## src/rtl/core/mrt_pkg.sv

```systemverilog
// Shared types, codes and constants for the protection region table.
// Used by every module under rtl/core but mrt_ram; depends on nothing else.

package mrt_pkg;

    // Field widths of the command and result beats.
    localparam int FIELD_W   = 32;
    localparam int CMD_W     = 3;
    localparam int STATUS_W  = 3;
    localparam int SLOT_W    = 4;
    localparam int CNT_W     = 5;
    localparam int SHIFT_W   = 5;

    // Defaults handed to the top-level parameters.
    localparam int REGION_SLOTS_DEF = 16;
    localparam int ADDR_WIDTH_DEF   = 32;

    // Depth of the queue between the front and the back part.
    localparam int QDEPTH = 2;

    // Configuration register indices and reset values.
    localparam int CFG_IDX_W = 2;
    localparam int CFG_DATA_W = 5;
    localparam logic [CFG_IDX_W-1:0] CFG_REGION_LIMIT  = 2'd0;
    localparam logic [CFG_IDX_W-1:0] CFG_POW2_REQUIRED = 2'd1;
    localparam logic [CFG_IDX_W-1:0] CFG_ALIGN_SHIFT   = 2'd2;
    localparam logic [CNT_W-1:0]     REGION_LIMIT_RST  = 5'd16;

    // Command codes as they arrive on the port.
    localparam logic [CMD_W-1:0] CMD_MAP     = 3'd0;
    localparam logic [CMD_W-1:0] CMD_UNMAP   = 3'd1;
    localparam logic [CMD_W-1:0] CMD_PROTECT = 3'd2;
    localparam logic [CMD_W-1:0] CMD_QUERY   = 3'd3;
    localparam logic [CMD_W-1:0] CMD_CLEAR   = 3'd4;

    // Decoded operation carried through the queue.
    typedef enum logic [2:0] {
        OP_MAP,
        OP_UNMAP,
        OP_PROTECT,
        OP_QUERY,
        OP_CLEAR,
        OP_BAD
    } t_op;

    typedef enum logic [STATUS_W-1:0] {
        ST_OK       = 3'd0,
        ST_INVAL    = 3'd1,
        ST_NORES    = 3'd2,
        ST_MAPPED   = 3'd3,
        ST_NOTFOUND = 3'd4
    } t_status;

    // Live configuration.
    typedef struct packed {
        logic [CNT_W-1:0]   region_limit;
        logic               pow2_required;
        logic [SHIFT_W-1:0] align_shift;
    } t_cfg;

    // One classified command. Addresses and sizes are already masked to the
    // address width; delta is the physical base minus the virtual base.
    typedef struct packed {
        t_op                op;
        logic               arg_bad;
        logic [FIELD_W-1:0] addr;
        logic [FIELD_W-1:0] size;
        logic [FIELD_W-1:0] delta;
        logic [FIELD_W-1:0] flags;
    } t_item;

    // Mask of the low address bits that the table works on.
    function automatic logic [FIELD_W-1:0] addr_mask(input int addr_width);
        logic [FIELD_W-1:0] mask;
        mask = '1;
        if (addr_width < FIELD_W) begin
            mask = {FIELD_W{1'b1}} >> (FIELD_W - addr_width);
        end
        return mask;
    endfunction

endpackage

```

## src/rtl/core/mrt_front.sv

```systemverilog
// Front part: accepts commands, decodes and checks their arguments, and
// queues them for the back part. Depends on mrt_pkg.

module mrt_front import mrt_pkg::*; #(
    parameter int ADDR_WIDTH = ADDR_WIDTH_DEF
) (
    input  logic               i_clk,
    input  logic               i_rst_n,
    input  t_cfg               i_cfg,
    input  logic               i_start,
    output logic               o_busy,
    input  logic [CMD_W-1:0]   i_command,
    input  logic [FIELD_W-1:0] i_virt_addr,
    input  logic [FIELD_W-1:0] i_phys_addr,
    input  logic [FIELD_W-1:0] i_region_size,
    input  logic [FIELD_W-1:0] i_region_flags,
    output t_item              o_head,
    output logic               o_head_valid,
    input  logic               i_pop
);

    localparam logic [FIELD_W-1:0] AMASK = addr_mask(ADDR_WIDTH);
    localparam int QPW = (QDEPTH > 1) ? $clog2(QDEPTH) : 1;
    localparam int QCW = $clog2(QDEPTH + 1);

    t_item              r_q [QDEPTH];
    logic [QPW-1:0]     r_wptr;
    logic [QPW-1:0]     r_rptr;
    logic [QCW-1:0]     r_cnt;

    logic               w_push;
    t_item              w_item;
    logic [FIELD_W-1:0] w_addr;
    logic [FIELD_W-1:0] w_phys;
    logic [FIELD_W-1:0] w_size;
    logic [FIELD_W-1:0] w_align_mask;
    logic               w_pow2_bad;
    logic               w_too_small;
    logic               w_misaligned;

    assign o_busy       = (r_cnt == QCW'(QDEPTH));
    assign o_head_valid = (r_cnt != '0);
    assign o_head       = r_q[r_rptr];
    assign w_push       = i_start && !o_busy;

    // Argument checks that depend only on the beat and the configuration.
    always_comb begin
        w_addr       = i_virt_addr & AMASK;
        w_phys       = i_phys_addr & AMASK;
        w_size       = i_region_size & AMASK;
        w_align_mask = ~({FIELD_W{1'b1}} << i_cfg.align_shift);
        w_pow2_bad   = i_cfg.pow2_required &&
                       ((w_size == '0) || ((w_size & (w_size - 1'b1)) != '0));
        w_too_small  = ((w_size >> i_cfg.align_shift) == '0);
        w_misaligned = ((w_addr & w_align_mask) != '0) ||
                       ((w_phys & w_align_mask) != '0);

        w_item.arg_bad = w_pow2_bad || w_too_small || w_misaligned;
        w_item.addr    = w_addr;
        w_item.size    = w_size;
        w_item.delta   = (w_phys - w_addr) & AMASK;
        w_item.flags   = i_region_flags;

        case (i_command)
            CMD_MAP:     w_item.op = OP_MAP;
            CMD_UNMAP:   w_item.op = OP_UNMAP;
            CMD_PROTECT: w_item.op = OP_PROTECT;
            CMD_QUERY:   w_item.op = OP_QUERY;
            CMD_CLEAR:   w_item.op = OP_CLEAR;
            default:     w_item.op = OP_BAD;
        endcase
    end

    // Queue storage; entries carry no reset.
    always_ff @(posedge i_clk) begin
        if (w_push) begin
            r_q[r_wptr] <= w_item;
        end
    end

    // Queue pointers and fill level. The depth is a power of two, so the
    // pointers wrap on their own.
    always_ff @(posedge i_clk) begin
        if (!i_rst_n) begin
            r_wptr <= '0;
            r_rptr <= '0;
            r_cnt  <= '0;
        end else begin
            if (w_push) begin
                r_wptr <= r_wptr + 1'b1;
            end
            if (i_pop) begin
                r_rptr <= r_rptr + 1'b1;
            end
            if (w_push && !i_pop) begin
                r_cnt <= r_cnt + 1'b1;
            end else if (!w_push && i_pop) begin
                r_cnt <= r_cnt - 1'b1;
            end
        end
    end

endmodule

```

## config.mk

```make
export PLATFORM = sky130hd
export DESIGN_NAME = mrt_front
export DESIGN_NICKNAME = d
export VERILOG_FILES = /design/src/rtl/core/mrt_pkg.sv /design/src/rtl/core/mrt_front.sv
export SDC_FILE = /design/constraint.sdc
export NUM_CORES = 1
export LEC_CHECK = 0
export BUFFER_PORTS_ARGS = -buffer_cell sky130_fd_sc_hd__buf_2
export CORE_ASPECT_RATIO = 0.5
export CORE_UTILIZATION = 59
export DETAILED_ROUTE_END_ITERATION = 6
export PLACE_DENSITY_LB_ADDON = 0.2
export SLEW_MARGIN = 20
export SYNTH_ARGS = -nofsm -noshare
export SYNTH_HDL_FRONTEND = slang
export SYNTH_SLANG_ARGS = --single-unit
```

## constraint.sdc

```tcl
create_clock -name i_clk -period 15 [get_ports i_clk]
set_input_delay 0.75 -clock i_clk [delete_from_list [all_inputs] [get_ports i_clk]]
set_output_delay 0.75 -clock i_clk [all_outputs]
set_load 0.05 [all_outputs]
```

# --- Word level (Yosys, flattened, before mapping) ---
# Memory sizes are Yosys's and may differ from the RTL's. A register that Yosys moved wholly into a read port is not among the register bits.
# Index checks and enable logic that the tools add are counted.
classes:
  n_mux: 7
  eq_ne: 5
  reduce_logical: 19
  bitwise: 4
  shift: 2
  n_addsub: 6
ops:
  columns: ["cell", "n"]
  rows:
  - ["$and 32x32->32", 3]
  - ["$reduce_bool 32->1", 3]
  - ["$logic_not 32->1", 2]
  - ["$not 32->32", 1]
  - ["$shl 32x5->32 const A", 1]
  - ["$shr 32x5->32", 1]
  - ["$sub 32x1->32 const B", 1]
  - ["$sub 32x32->32", 1]
  - ["$pmux 3 s5", 1]
  - ["$eq 3x2->1 const B", 2]
  - ["$logic_and 1x1->1", 4]
  - ["$logic_or 1x1->1", 4]
  - ["$mux 1", 4]
  - ["$mux 2", 2]
  - ["$reduce_bool 2->1", 2]
  - ["$eq 3x1->1 const B", 1]
  - ["$eq 3x3->1 const B", 1]
  - ["$logic_not 1->1", 3]
  - ["$logic_not 3->1", 1]
  - ["$add 1x1->1 const B", 2]
  - ["$add 2x1->2 const B", 1]
  - ["$eq 2x2->1 const B", 1]
  - ["$sub 2x1->2 const B", 1]
totals:
  ff_bits: 4
  mem_bits_rw: 264
  mem_count: 1
  elab_cells: 47
  output_inout_bits: 134
mem_list:
  columns: ["memory", "depth", "word_bits", "rd", "rd_clocked_by_memory_dff", "write_ports", "line_no", "text"]
  rows:
  - ["r_q", 2, 132, 1, 1, 1, "mrt_front.sv:26", "t_item r_q [QDEPTH];"]

# --- Longest topological paths before layout ---
# Gate-level depths: netlist (run 1).
depth:
  depth_word: 7
  depth_mapped: 11

# --- Worst setup path after synthesis (run 1) ---
# Ideal clock, no wire load.
synth_path:
  kind: "input to register"
  start: "input port i_start"
  end: "memory r_q[0][0] (netlist bit) (enable)"
  setup_ps: 626
  required_time_ps: 14374
  t_arrival_ps: 6331
  slack_ps: 8043
  path_buffers: 0
  stages: 2
  cell_sequence: "nand2_1 -> nor2_1"
synth_between:
  elab_chain_cells: 3
synth_lines:
  columns: ["item", "line_no", "text"]
  rows:
  - ["start: declaration", "mrt_front.sv:10", "input logic i_start,"]
  - ["$logic_and 1x1->1", "mrt_front.sv:44", "assign w_push = i_start && !o_busy;"]
  - ["$mux 1", "mrt_front.sv:76", "if (w_push) begin"]
  - ["$mux 1 (not written as such)", "mrt_front.sv:77", "r_q[r_wptr] <= w_item;"]
  - ["end: declaration", "mrt_front.sv:26", null]
# Every way passes these cells.

==> out/results.txt, run 1 <==
status -> completed
post-CTS sizing -> 0
setup_tns -> 0 ns
Worst Path Required -> 14.25 ns
die height -> 107 microns
unrepaired setup endpoints after global routing -> no
first-pass GRT wire length -> 46100 microns
max-cap violations -> 0
worst vdd rail ir drop -> 0.000107 V
starting density of the core -> 0.616
Slew HR -> 0.282
CP endpoint kind -> output pin
commonest non-fill, non-tap cells in the layout -> buf_2 (274), edfxtp_1 (264), mux2_2 (137)
post-route clock skew -> 0.00993 ns
Mapped Nets -> 1130
initial antenna violation count -> 9
WS Path Type -> reg -> out
Reg-to-Reg Start -> r_cnt[0]
Post-synth ARST share -> 0
Avg Cell Area, Syn -> 13.6 sq um
cells on worst reg2reg path -> 3
CTS clk-pin slew, worst paths -> 0.07 ns
DRC -> 0
final std cell area, no fill -> 15400 sq um
largest net degree at the start of global routing -> 77
sequential area share after synthesis -> 0.620
CP max stage delay -> 0.88 ns
period utilisation layout -> 0.252
Primary FF master, synth -> edfxtp_1
CTS Buf Count -> 24
I/O Pins -> 280
routed vias/inst -> 6.04
first drt pass iteration count -> 6
final setup fails -> 0
global-route usage over all layers -> 0.265
cts hold-fix bufs -> 0
Post-Syn Area -> 13000 sq um
Leak Pwr -> 5.83 nW
area grow syn2layout -> 19.2%
postcts setup bufs -> 0
Initial DRC Count -> 1038
drt wl/cell -> 20.0 microns
# port buffers -> 274
vias in the first global route -> 8875
CP arrival -> 3.03 ns
GP Congestion -> 0.948
CTS tree -> done
Synth cell types -> 65
Area after DPL -> 14600 sq um
DP HPWL -> 21300 microns
Slew Viols, Final -> 0
total global routing overflow -> 0
synthesized instance count -> 951
Clk Latency, worst-skew pair -> 0.53 ns
hold path start -> i_region_flags[13]
top achievable clock speed -> 265 MHz
layout cells sized above 1 -> 0.378
critical path's slowest cell -> dfxtp_4
ANT nets after route -> 0
CP cell instances -> buf_4 -> mux2_2 -> buf_2
clk buf depth -> 3
Yosys warnings -> 0
vias -> 9285
Max FO, Critical Path -> 73
Post-synth EDFFs -> 264
Die ar. -> 22600 sq um
Yosys reg bits -> 269
clk sinks -> 269
Final nets -> 1400
Rows -> 37
Hold Path Depth -> 1
core area -> 21000 sq um
fin crit period -> 3.78 ns
type of origin of the critical path -> flop
Clock Tree Root -> clkbuf_16
DIE WIDTH -> 212 microns
CTS HTree Levels -> 1
Hold Crit Class -> in -> reg
PD cells -> 139 nW/um^2
worst slew pin tran -> 1.08 ns
commonest non-fill, non-tap cell in the layout -> buf_2
final hold vios -> 0
Routed WL -> 30700 microns
[power breakdown]
group | internal (mW) | switching (mW) | total (mW) | leakage (nW)
sequential | 0.927 | 0.0235 | 0.951 | 2.50
combinational | 0.155 | 0.394 | 0.549 | 2.94
clock | 0.365 | 0.275 | 0.639 | 0.389
total | 1.45 | 0.692 | 2.14 | 5.83
[cells in the mapped netlist, drive strengths merged, types with 3 or more instances]
cell type | count | share of area
a221oi | 3 | 0.0020
nand2 | 33 | 0.0096
nor3b | 3 | 0.0017
nand2b | 5 | 0.0024
a211o | 5 | 0.0034
maj3 | 3 | 0.0023
nor2 | 59 | 0.017
a21o | 8 | 0.0046
xnor2 | 17 | 0.011
o2111ai | 5 | 0.0034
a2111oi | 5 | 0.0034
and2 | 5 | 0.0024
a21oi | 47 | 0.018
dfxtp | 5 | 0.0077
xor2 | 12 | 0.0081
nor2b | 14 | 0.0068
inv | 48 | 0.014
nand3 | 14 | 0.0054
mux2i | 3 | 0.0023
nand4 | 10 | 0.0048
clkbuf | 32 | 0.0093
nor3 | 20 | 0.0077
mux2 | 137 | 0.12
or3 | 13 | 0.0068
o21a | 9 | 0.0052
and3 | 6 | 0.0029
o41ai | 5 | 0.0040
a211oi | 22 | 0.013
nor4 | 10 | 0.0048
ha | 32 | 0.031
o211ai | 8 | 0.0046
o22ai | 12 | 0.0058
o21ai | 37 | 0.014
edfxtp | 264 | 0.61
or2 | 4 | 0.0019
o31ai | 3 | 0.0017
[critical path, delay by kind of cell, from the launching register on]
kind,cells,cell delay [ns]
flip-flops,1,0.88
buffers and inverters,2,1.09
multiplexers,1,0.43
[cell families after synthesis]
group,synth area share
xor+xnor,0.0196
simple gates,0.0773
buf+inv,0.0238
mux,0.125
flops,0.620
compound gates,0.100
fa+ha+maj,0.0348
[area by class of cell]
class                           instances  area, sq um
Timing Repair Buffer                  278         1400
Clock inverter                         16          199
Antenna cell                            7         17.5
Fill cell                            1467         5580
Clock buffer                           27          612
Tap cell                              292          365
Inverter                               48          180
Multi-Input combinational cell        600         4630
Sequential cell                       269         8030
[registers in the layout, indices dropped and copies added (netlist names), named ones only]
name	flops
r_wptr	1
r_q	264
r_cnt	2
r_rptr	1
[final timing paths]
kind	end	slack (ns)
hold reg to reg	r_cnt[1]	0.57
hold / removal	r_q[0][13]	0.40
setup / recovery	o_head[86]	11.22
setup reg to reg	r_q[1][116]	12.28
[through the flow]
stage                util  power (mW)  cells  hold WS (ns)  setup WS, ns
floorplan               -        1.38    951         0.473          8.04
global placement    0.695        1.50   1487         0.485         11.22
detailed placement  0.695        1.51   1487         0.555         11.20
CTS                 0.734        2.15   1530         0.382         11.17
global route        0.734        2.21   1537         0.378         11.04
finish              0.734        2.14   1537         0.401         11.22
[routing by layer]
| metal | up-vias | track usage | share of wire |
|---|---|---|---|
| li1 | 4241 | - | - |
| met1 | 4492 | 0.345 | 0.41 |
| met2 | 466 | 0.444 | 0.48 |
| met3 | 82 | 0.0612 | 0.088 |
| met4 | 4 | 0.0854 | 0.027 |
| met5 | - | 0 | 0.00075 |
Note: power is estimated with default switching activity, not from simulation.
==> run 2, diff against run 1 <==
Settings changed: ABC_AREA from default to 1, CORE_UTILIZATION 59 to 50.
Clock period 15 ns to 3.1 ns, I/O delays scaled along.
==> run 2 against run 1 <==
Net effect: sequential share of layout area is 6.3 points lower; combinational power grew to 4.7 times the previous value; area after synthesis grew 8.2%; sequential power increased to 4.7 times the previous value; count of clock-buffer cells in the layout shrank 2; critical endpoint is now r_q[0][62].
==> out/results.txt, run 2 <==
CP endpoint kind -> flop
initial antenna violation count -> 1 (-8)
Leak Pwr -> 7.29 nW (+25%)
top-count cell post-synth -> nand2_1
setup_tns -> 0 ns (unchanged)
GP Congestion -> 0.977 (+3.0%)
total power -> 10.0 mW (+370%)
largest registers -> r_q x264, r_cnt x2
Post-Syn Area -> 14000 sq um (+8.2%)
worst slew pin tran -> 0.777 ns (-0.300 ns)
drt wl/cell -> 18.0 microns (-9.8%)
first drt pass iteration count -> 7 (+1)
largest area contributor in the netlist -> edfxtp_1
unrepaired setup endpoints after global routing -> no
Slew Viols, Final -> 0 (unchanged)
Yosys reg bits -> 269 (unchanged)
total global routing overflow -> 0 (unchanged)
largest net degree at the start of global routing -> 109 (+42%)
die height -> 120 microns (+13%)
post-CTS sizing -> 0 (unchanged)
core area -> 27000 sq um (+28%)
postcts setup bufs -> 0 (unchanged)
Clock Tree Root -> clkbuf_16
starting density of the core -> 0.520 (-0.0966)
Worst Path Required -> 3.39 ns (-10.86 ns)
synthesized instance count -> 1330 (+40%)
vias -> 11100 (+20%)
Placed Cells -> 1950 (+31%)
Yosys warnings -> 0 (unchanged)
Post-synth ARST share -> 0 (unchanged)
share of the synthesized area in the top cell type -> 0.566 (-0.0462)
DRC -> 0 (unchanged)
final hold vios -> 0 (unchanged)
status -> completed
clk sinks -> 269 (unchanged)
area grow syn2layout -> 25.5%
Die ar. -> 28700 sq um (+27%)
Initial DRC Count -> 735 (-29%)
first-pass GRT wire length -> 58500 microns (+27%)
Avg Cell Area, Syn -> 10.5 sq um (-23%)
max-cap violations -> 0 (unchanged)
post-route clock skew -> 0.00721 ns (-0.00272 ns)
# port buffers -> 274 (unchanged)
Synth cell types -> 47 (-28%)
fin crit period -> 2.40 ns
final setup fails -> 0 (unchanged)
Post-synth EDFFs -> 264 (unchanged)
cells on worst reg2reg path -> 8 (+5)
global-route usage over all layers -> 0.261 (-0.00375)
Primary FF master, synth -> edfxtp_1
period utilisation layout -> 0.776
routed vias/inst -> 5.30 (-12%)
Largest register FFs -> 264 (unchanged)
Mapped Nets -> 1509 (+34%)
worst vdd rail ir drop -> 0.000426 V (+300%)
type of origin of the critical path -> primary input
ANT nets after route -> 0 (unchanged)
vias in the first global route -> 11000 (+24%)
worst setup margin -> 0.696 ns (-10.52 ns)
PD cells -> 571 nW/um^2 (+310%)
top cells by area, synth -> edfxtp_1 (57%), mux2_2 (11%), nand2_1 (8.0%), nor2_1 (3.6%), inv_1 (3.3%)
pre-CTS WS -> 0.743 ns (-10.45 ns)
I/O Pins -> 280 (unchanged)
WS Path Type -> in -> reg
CTS clk-pin slew, worst paths -> 0.07 ns (about the same)
Hold Path Depth -> 3 (+2)
DP HPWL -> 27200 microns (+28%)
Hold Crit Class -> in -> reg
top cells by count, synth -> nand2_1 (298), edfxtp_1 (264), nor2_1 (135)
clk buf depth -> 3 (unchanged)
fin cells -> 2098 (+36%)
CP arrival -> 2.70 ns (-0.33 ns)
Routed WL -> 37800 microns (+23%)
Max FO, Critical Path -> 5 (-93%)
sequential area share after synthesis -> 0.573 (-0.0468)
CTS HTree Levels -> 1 (unchanged)
layout cells sized above 1 -> 0.279 (-0.0989)
Clk Latency, worst-skew pair -> 0.55 ns (+0.02 ns)
DIE WIDTH -> 239 microns (+13%)
commonest non-fill, non-tap cell in the layout -> nand2_1
CTS tree -> done
Final nets -> 1884 (+35%)
commonest non-fill, non-tap cells in the layout -> nand2_1 (298), buf_2 (274), edfxtp_1 (264)
Rows -> 42 (+14%)
register name with the most flops -> r_q
Slew HR -> 0.477 (+0.194)
CTS Buf Count -> 24 (unchanged)
top achievable clock speed -> 416 MHz
-- run 2: path summary, 6_finish.rpt --
kind,to,start,slack [ns]
worst max-delay path,r_q[0][62],i_virt_addr[0],0.70
worst min-delay path,r_q[0][128],i_cfg[5],0.03
worst max register to register,r_cnt[1],r_cnt[1],0.98
worst min register to register,flop,r_rptr,0.51
-- run 2: layout make-up --
type | instances | area, sq um
Inverter | 127 | 482
Clock buffer | 25 | 604
Tap cell | 374 | 468
Antenna cell | 1 | 2.50
Multi-Input combinational cell | 900 | 5320
Clock inverter | 19 | 166
Timing Repair Buffer | 383 | 2510
Sequential cell | 269 | 8030
Fill cell | 2154 | 9380
-- run 2: critical path, cell delays in order --
cell and delay [ns]:
dlygate4sd3_1 0.53, buf_2 0.14, ha_1 0.22, fa_1 0.43, o21ai_2 0.29, a21oi_1 0.16, o21bai_1 0.27, a21oi_2 0.15
inv_1 0.13, nand2_1 0.08, nand3_1 0.07, nand2_1 0.08
-- run 2: metal layers --
layer / global-route usage / share of wire
met1: 0.358 / 0.44
met2: 0.441 / 0.48
met3: 0.0400 / 0.057
met4: 0.0589 / 0.020
met5: 0 / 0
-- run 2: repair_timing --
action | in CTS | in global routing
hold buffers | 103 | 0
setup endpoints to repair | 0 | 0
hold endpoints to repair | 203 | 0
-- run 2: through the flow --
| stage | utilization | hold WS, ns | area (sq um) |
|---|---|---|---|
| detailed placement | 0.585 | 0.348 | 15800 |
| finish | 0.652 | 0.0264 | 17600 |
| CTS | 0.652 | 0.00856 | 17600 |
| floorplan | - | 0.254 | 14000 |
| global route | 0.652 | 0.0631 | 17600 |
| global placement | 0.585 | 0.344 | 15800 |
-- run 2: cells by family after synthesis --
kind of cell	share of synthesized area
AO/OA/AOI/OAI	0.0568
XOR/XNOR	0.0150
adder cells (fa/ha/maj)	0.0300
buffers and inverters	0.0487
flip-flops	0.573
multiplexers	0.106
AND/OR/NAND/NOR	0.171
-- run 2: where the power goes --
group,leakage [nW],switching (mW),internal (mW),total (mW)
registers,2.50,0.0753,4.41,4.48
logic,4.40,1.81,0.759,2.57
clock network,0.385,1.38,1.60,2.98
==> run 3, diff against run 2 <==
Settings changed: CORE_UTILIZATION 50 to 56.
Clock period 3.1 ns to 2.5 ns, I/O delays scaled along.
==> run 3 against run 2 <==
Net effect: worst setup slack got worse by 0.56 ns; largest cell class unchanged; clock power is 34% higher; clock skew is 0.0088 ns higher; first-iteration DRC count increased by 22%; sequential power is 25% higher; worst hold slack better by 0.014 ns; combinational power is 26% higher; sequential share of layout area fell by 0.22 points; global-route usage grew 4.0 points.
==> out/results.txt, run 3 (synthesis results as in run 2) <==
drt wl/cell -> 19.0 microns (+5.5%)
cells on worst reg2reg path -> 8 (unchanged)
DIE WIDTH -> 226 microns (-5.5%)
Hold EP -> r_wptr
max-cap violations -> 0 (unchanged)
area grow syn2layout -> 26.1%
commonest non-fill, non-tap cells in the layout -> nand2_1 (298), buf_2 (274), edfxtp_1 (264)
final hold vios -> 0 (unchanged)
WS Path Type -> in -> reg
CP endpoint kind -> flop
Largest register FFs -> 264 (unchanged)
die height -> 114 microns (-5.4%)
largest net degree at the start of global routing -> 105 (-3.7%)
global-route usage over all layers -> 0.301 (+0.0399)
clk sinks -> 269 (unchanged)
PD cells -> 724 nW/um^2 (+27%)
fill count -> 1743 (-19%)
layout cells sized above 1 -> 0.284 (+0.00449)
routed vias/inst -> 5.45 (+3.0%)
Clk Latency, worst-skew pair -> 0.54 ns (about the same)
status -> completed
Rows -> 40 (-4.8%)
Routed WL -> 39400 microns (+4.1%)
Hold Crit Class -> in -> reg
period utilisation layout -> 0.946
Hold Path Depth -> 5 (+2)
Register Area -> 8030 sq um (about the same)
worst r2r dst -> r_cnt[1]
initial antenna violation count -> 1 (unchanged)
I/O Pins -> 280 (unchanged)
commonest non-fill, non-tap cell in the layout -> nand2_1
CP arrival -> 2.65 ns (-0.05 ns)
DRC -> 0 (unchanged)
Worst Path Required -> 2.78 ns (-0.61 ns)
worst vdd rail ir drop -> 0.000633 V (+48%)
ANT nets after route -> 0 (unchanged)
Die ar. -> 25700 sq um (-11%)
Slew Viols, Final -> 0 (unchanged)
Clock Tree Root -> clkbuf_16
CTS HTree Levels -> 1 (unchanged)
fin crit period -> 2.36 ns
clk buf depth -> 3 (unchanged)
vias -> 11300 (+1.5%)
CTS tree -> done
vias in the first global route -> 11100 (+1.1%)
GP Congestion -> 0.952 (-2.5%)
total global routing overflow -> 0 (unchanged)
post-route clock skew -> 0.0161 ns (+0.00884 ns)
worst slew pin tran -> 0.705 ns (-0.0722 ns)
Leak Pwr -> 7.34 nW (+0.68%)
pre-CTS WS -> 0.153 ns (-0.590 ns)
first-pass GRT wire length -> 59200 microns (+1.3%)
starting density of the core -> 0.577 (+0.0575)
first drt pass iteration count -> 6 (-1)
type of origin of the critical path -> primary input
# port buffers -> 274 (unchanged)
CTS clk-pin slew, worst paths -> 0.07 ns (about the same)
unrepaired setup endpoints after global routing -> no
total power -> 12.8 mW (+27%)
CTS Buf Count -> 25 (+4.2%)
hold path start -> i_start
Slew HR -> 0.530 (+0.0536)
worst setup margin -> 0.136 ns (-0.559 ns)
Final nets -> 1891 (+0.37%)
FF-to-FF setup slack -> 0.79 ns (-0.19 ns)
largest registers -> r_q x264, r_cnt x2
Max FO, Critical Path -> 4 (-1)
top achievable clock speed -> 423 MHz
register name with the most flops -> r_q
DP HPWL -> 26900 microns (-1.2%)
final setup fails -> 0 (unchanged)
Initial DRC Count -> 898 (+22%)
Reg-to-Reg Start -> r_cnt[1]
core area -> 24300 sq um (-10%)
footprint of the multi-input gates -> 5330 sq um (+0.28%)
run 3: how the worst max path moves through the flow:
stage,end,depth (start not counted),slack (ns),from
after global placement,r_q[0][62],11,0.24,i_virt_addr[0]
after floorplan,r_q[1][0],3,-0.35,r_cnt[1]
after detailed placement,r_q[1][53],12,0.15,i_virt_addr[2]
final,r_q[0][54],11,0.14,i_virt_addr[0]
after CTS,r_q[1][53],13,0.15,i_virt_addr[2]
after global routing,r_q[0][62],14,0.002,i_virt_addr[3]
run 3: per-stage QoR:
stage / setup TNS (ns) / utilization / instance area [sq um] / cells / hold WS (ns)
after floorplan: -88.26 / - / 14000 / 1330 / 0.224
after global placement: 0 / 0.649 / 15800 / 1916 / 0.314
after detailed placement: 0 / 0.649 / 15800 / 1916 / 0.318
after CTS: 0 / 0.727 / 17600 / 2065 / 0.0358
after global routing: 0 / 0.728 / 17700 / 2068 / 0.0735
final: 0 / 0.728 / 17700 / 2069 / 0.0402
run 3: metal layers:
| layer | global-route usage | wire length, microns | up-vias |
|---|---|---|---|
| li1 | - | - | 5383 |
| met4 | 0.0943 | 1130 | 0 |
| met1 | 0.386 | 16700 | 5389 |
| met5 | 0 | 0 | - |
| met2 | 0.525 | 19200 | 426 |
| met3 | 0.0513 | 2330 | 86 |
run 3: critical path, cell delays in order:
cell	delay (ns)
dlygate4sd3_1	0.55
buf_2	0.15
ha_1	0.22
fa_1	0.42
o21ai_2	0.23
a21oi_1	0.14
o21bai_1	0.28
a21oi_2	0.15
buf_4	0.16
o211ai_1	0.14
nand2_1	0.09
run 3: layout make-up:
| cell class | count | share of cell area |
|---|---|---|
| Tap cell | 336 | 0.0238 |
| Sequential cell | 269 | 0.455 |
| Antenna cell | 2 | 0.000283 |
| Multi-Input combinational cell | 900 | 0.302 |
| Inverter | 127 | 0.0273 |
| Timing Repair Buffer | 389 | 0.144 |
| Clock buffer | 31 | 0.0384 |
| Clock inverter | 15 | 0.00998 |
run 3: timing repair:
action / CTS / global route
gates resized for setup: 0 / 1
endpoints found under the hold margin: 205 / 0
buffers inserted: 0 / 2
setup endpoints to repair: 0 / 6
hold buffers: 103 / 0
run 3: where the power goes:
part / leakage [nW] / total (mW) / switching (mW) / internal (mW)
Combinational: 4.43 / 3.23 / 2.28 / 0.949
Sequential: 2.50 / 5.58 / 0.112 / 5.47
Clock: 0.409 / 3.98 / 1.72 / 2.26
Total: 7.34 / 12.8 / 4.11 / 8.68
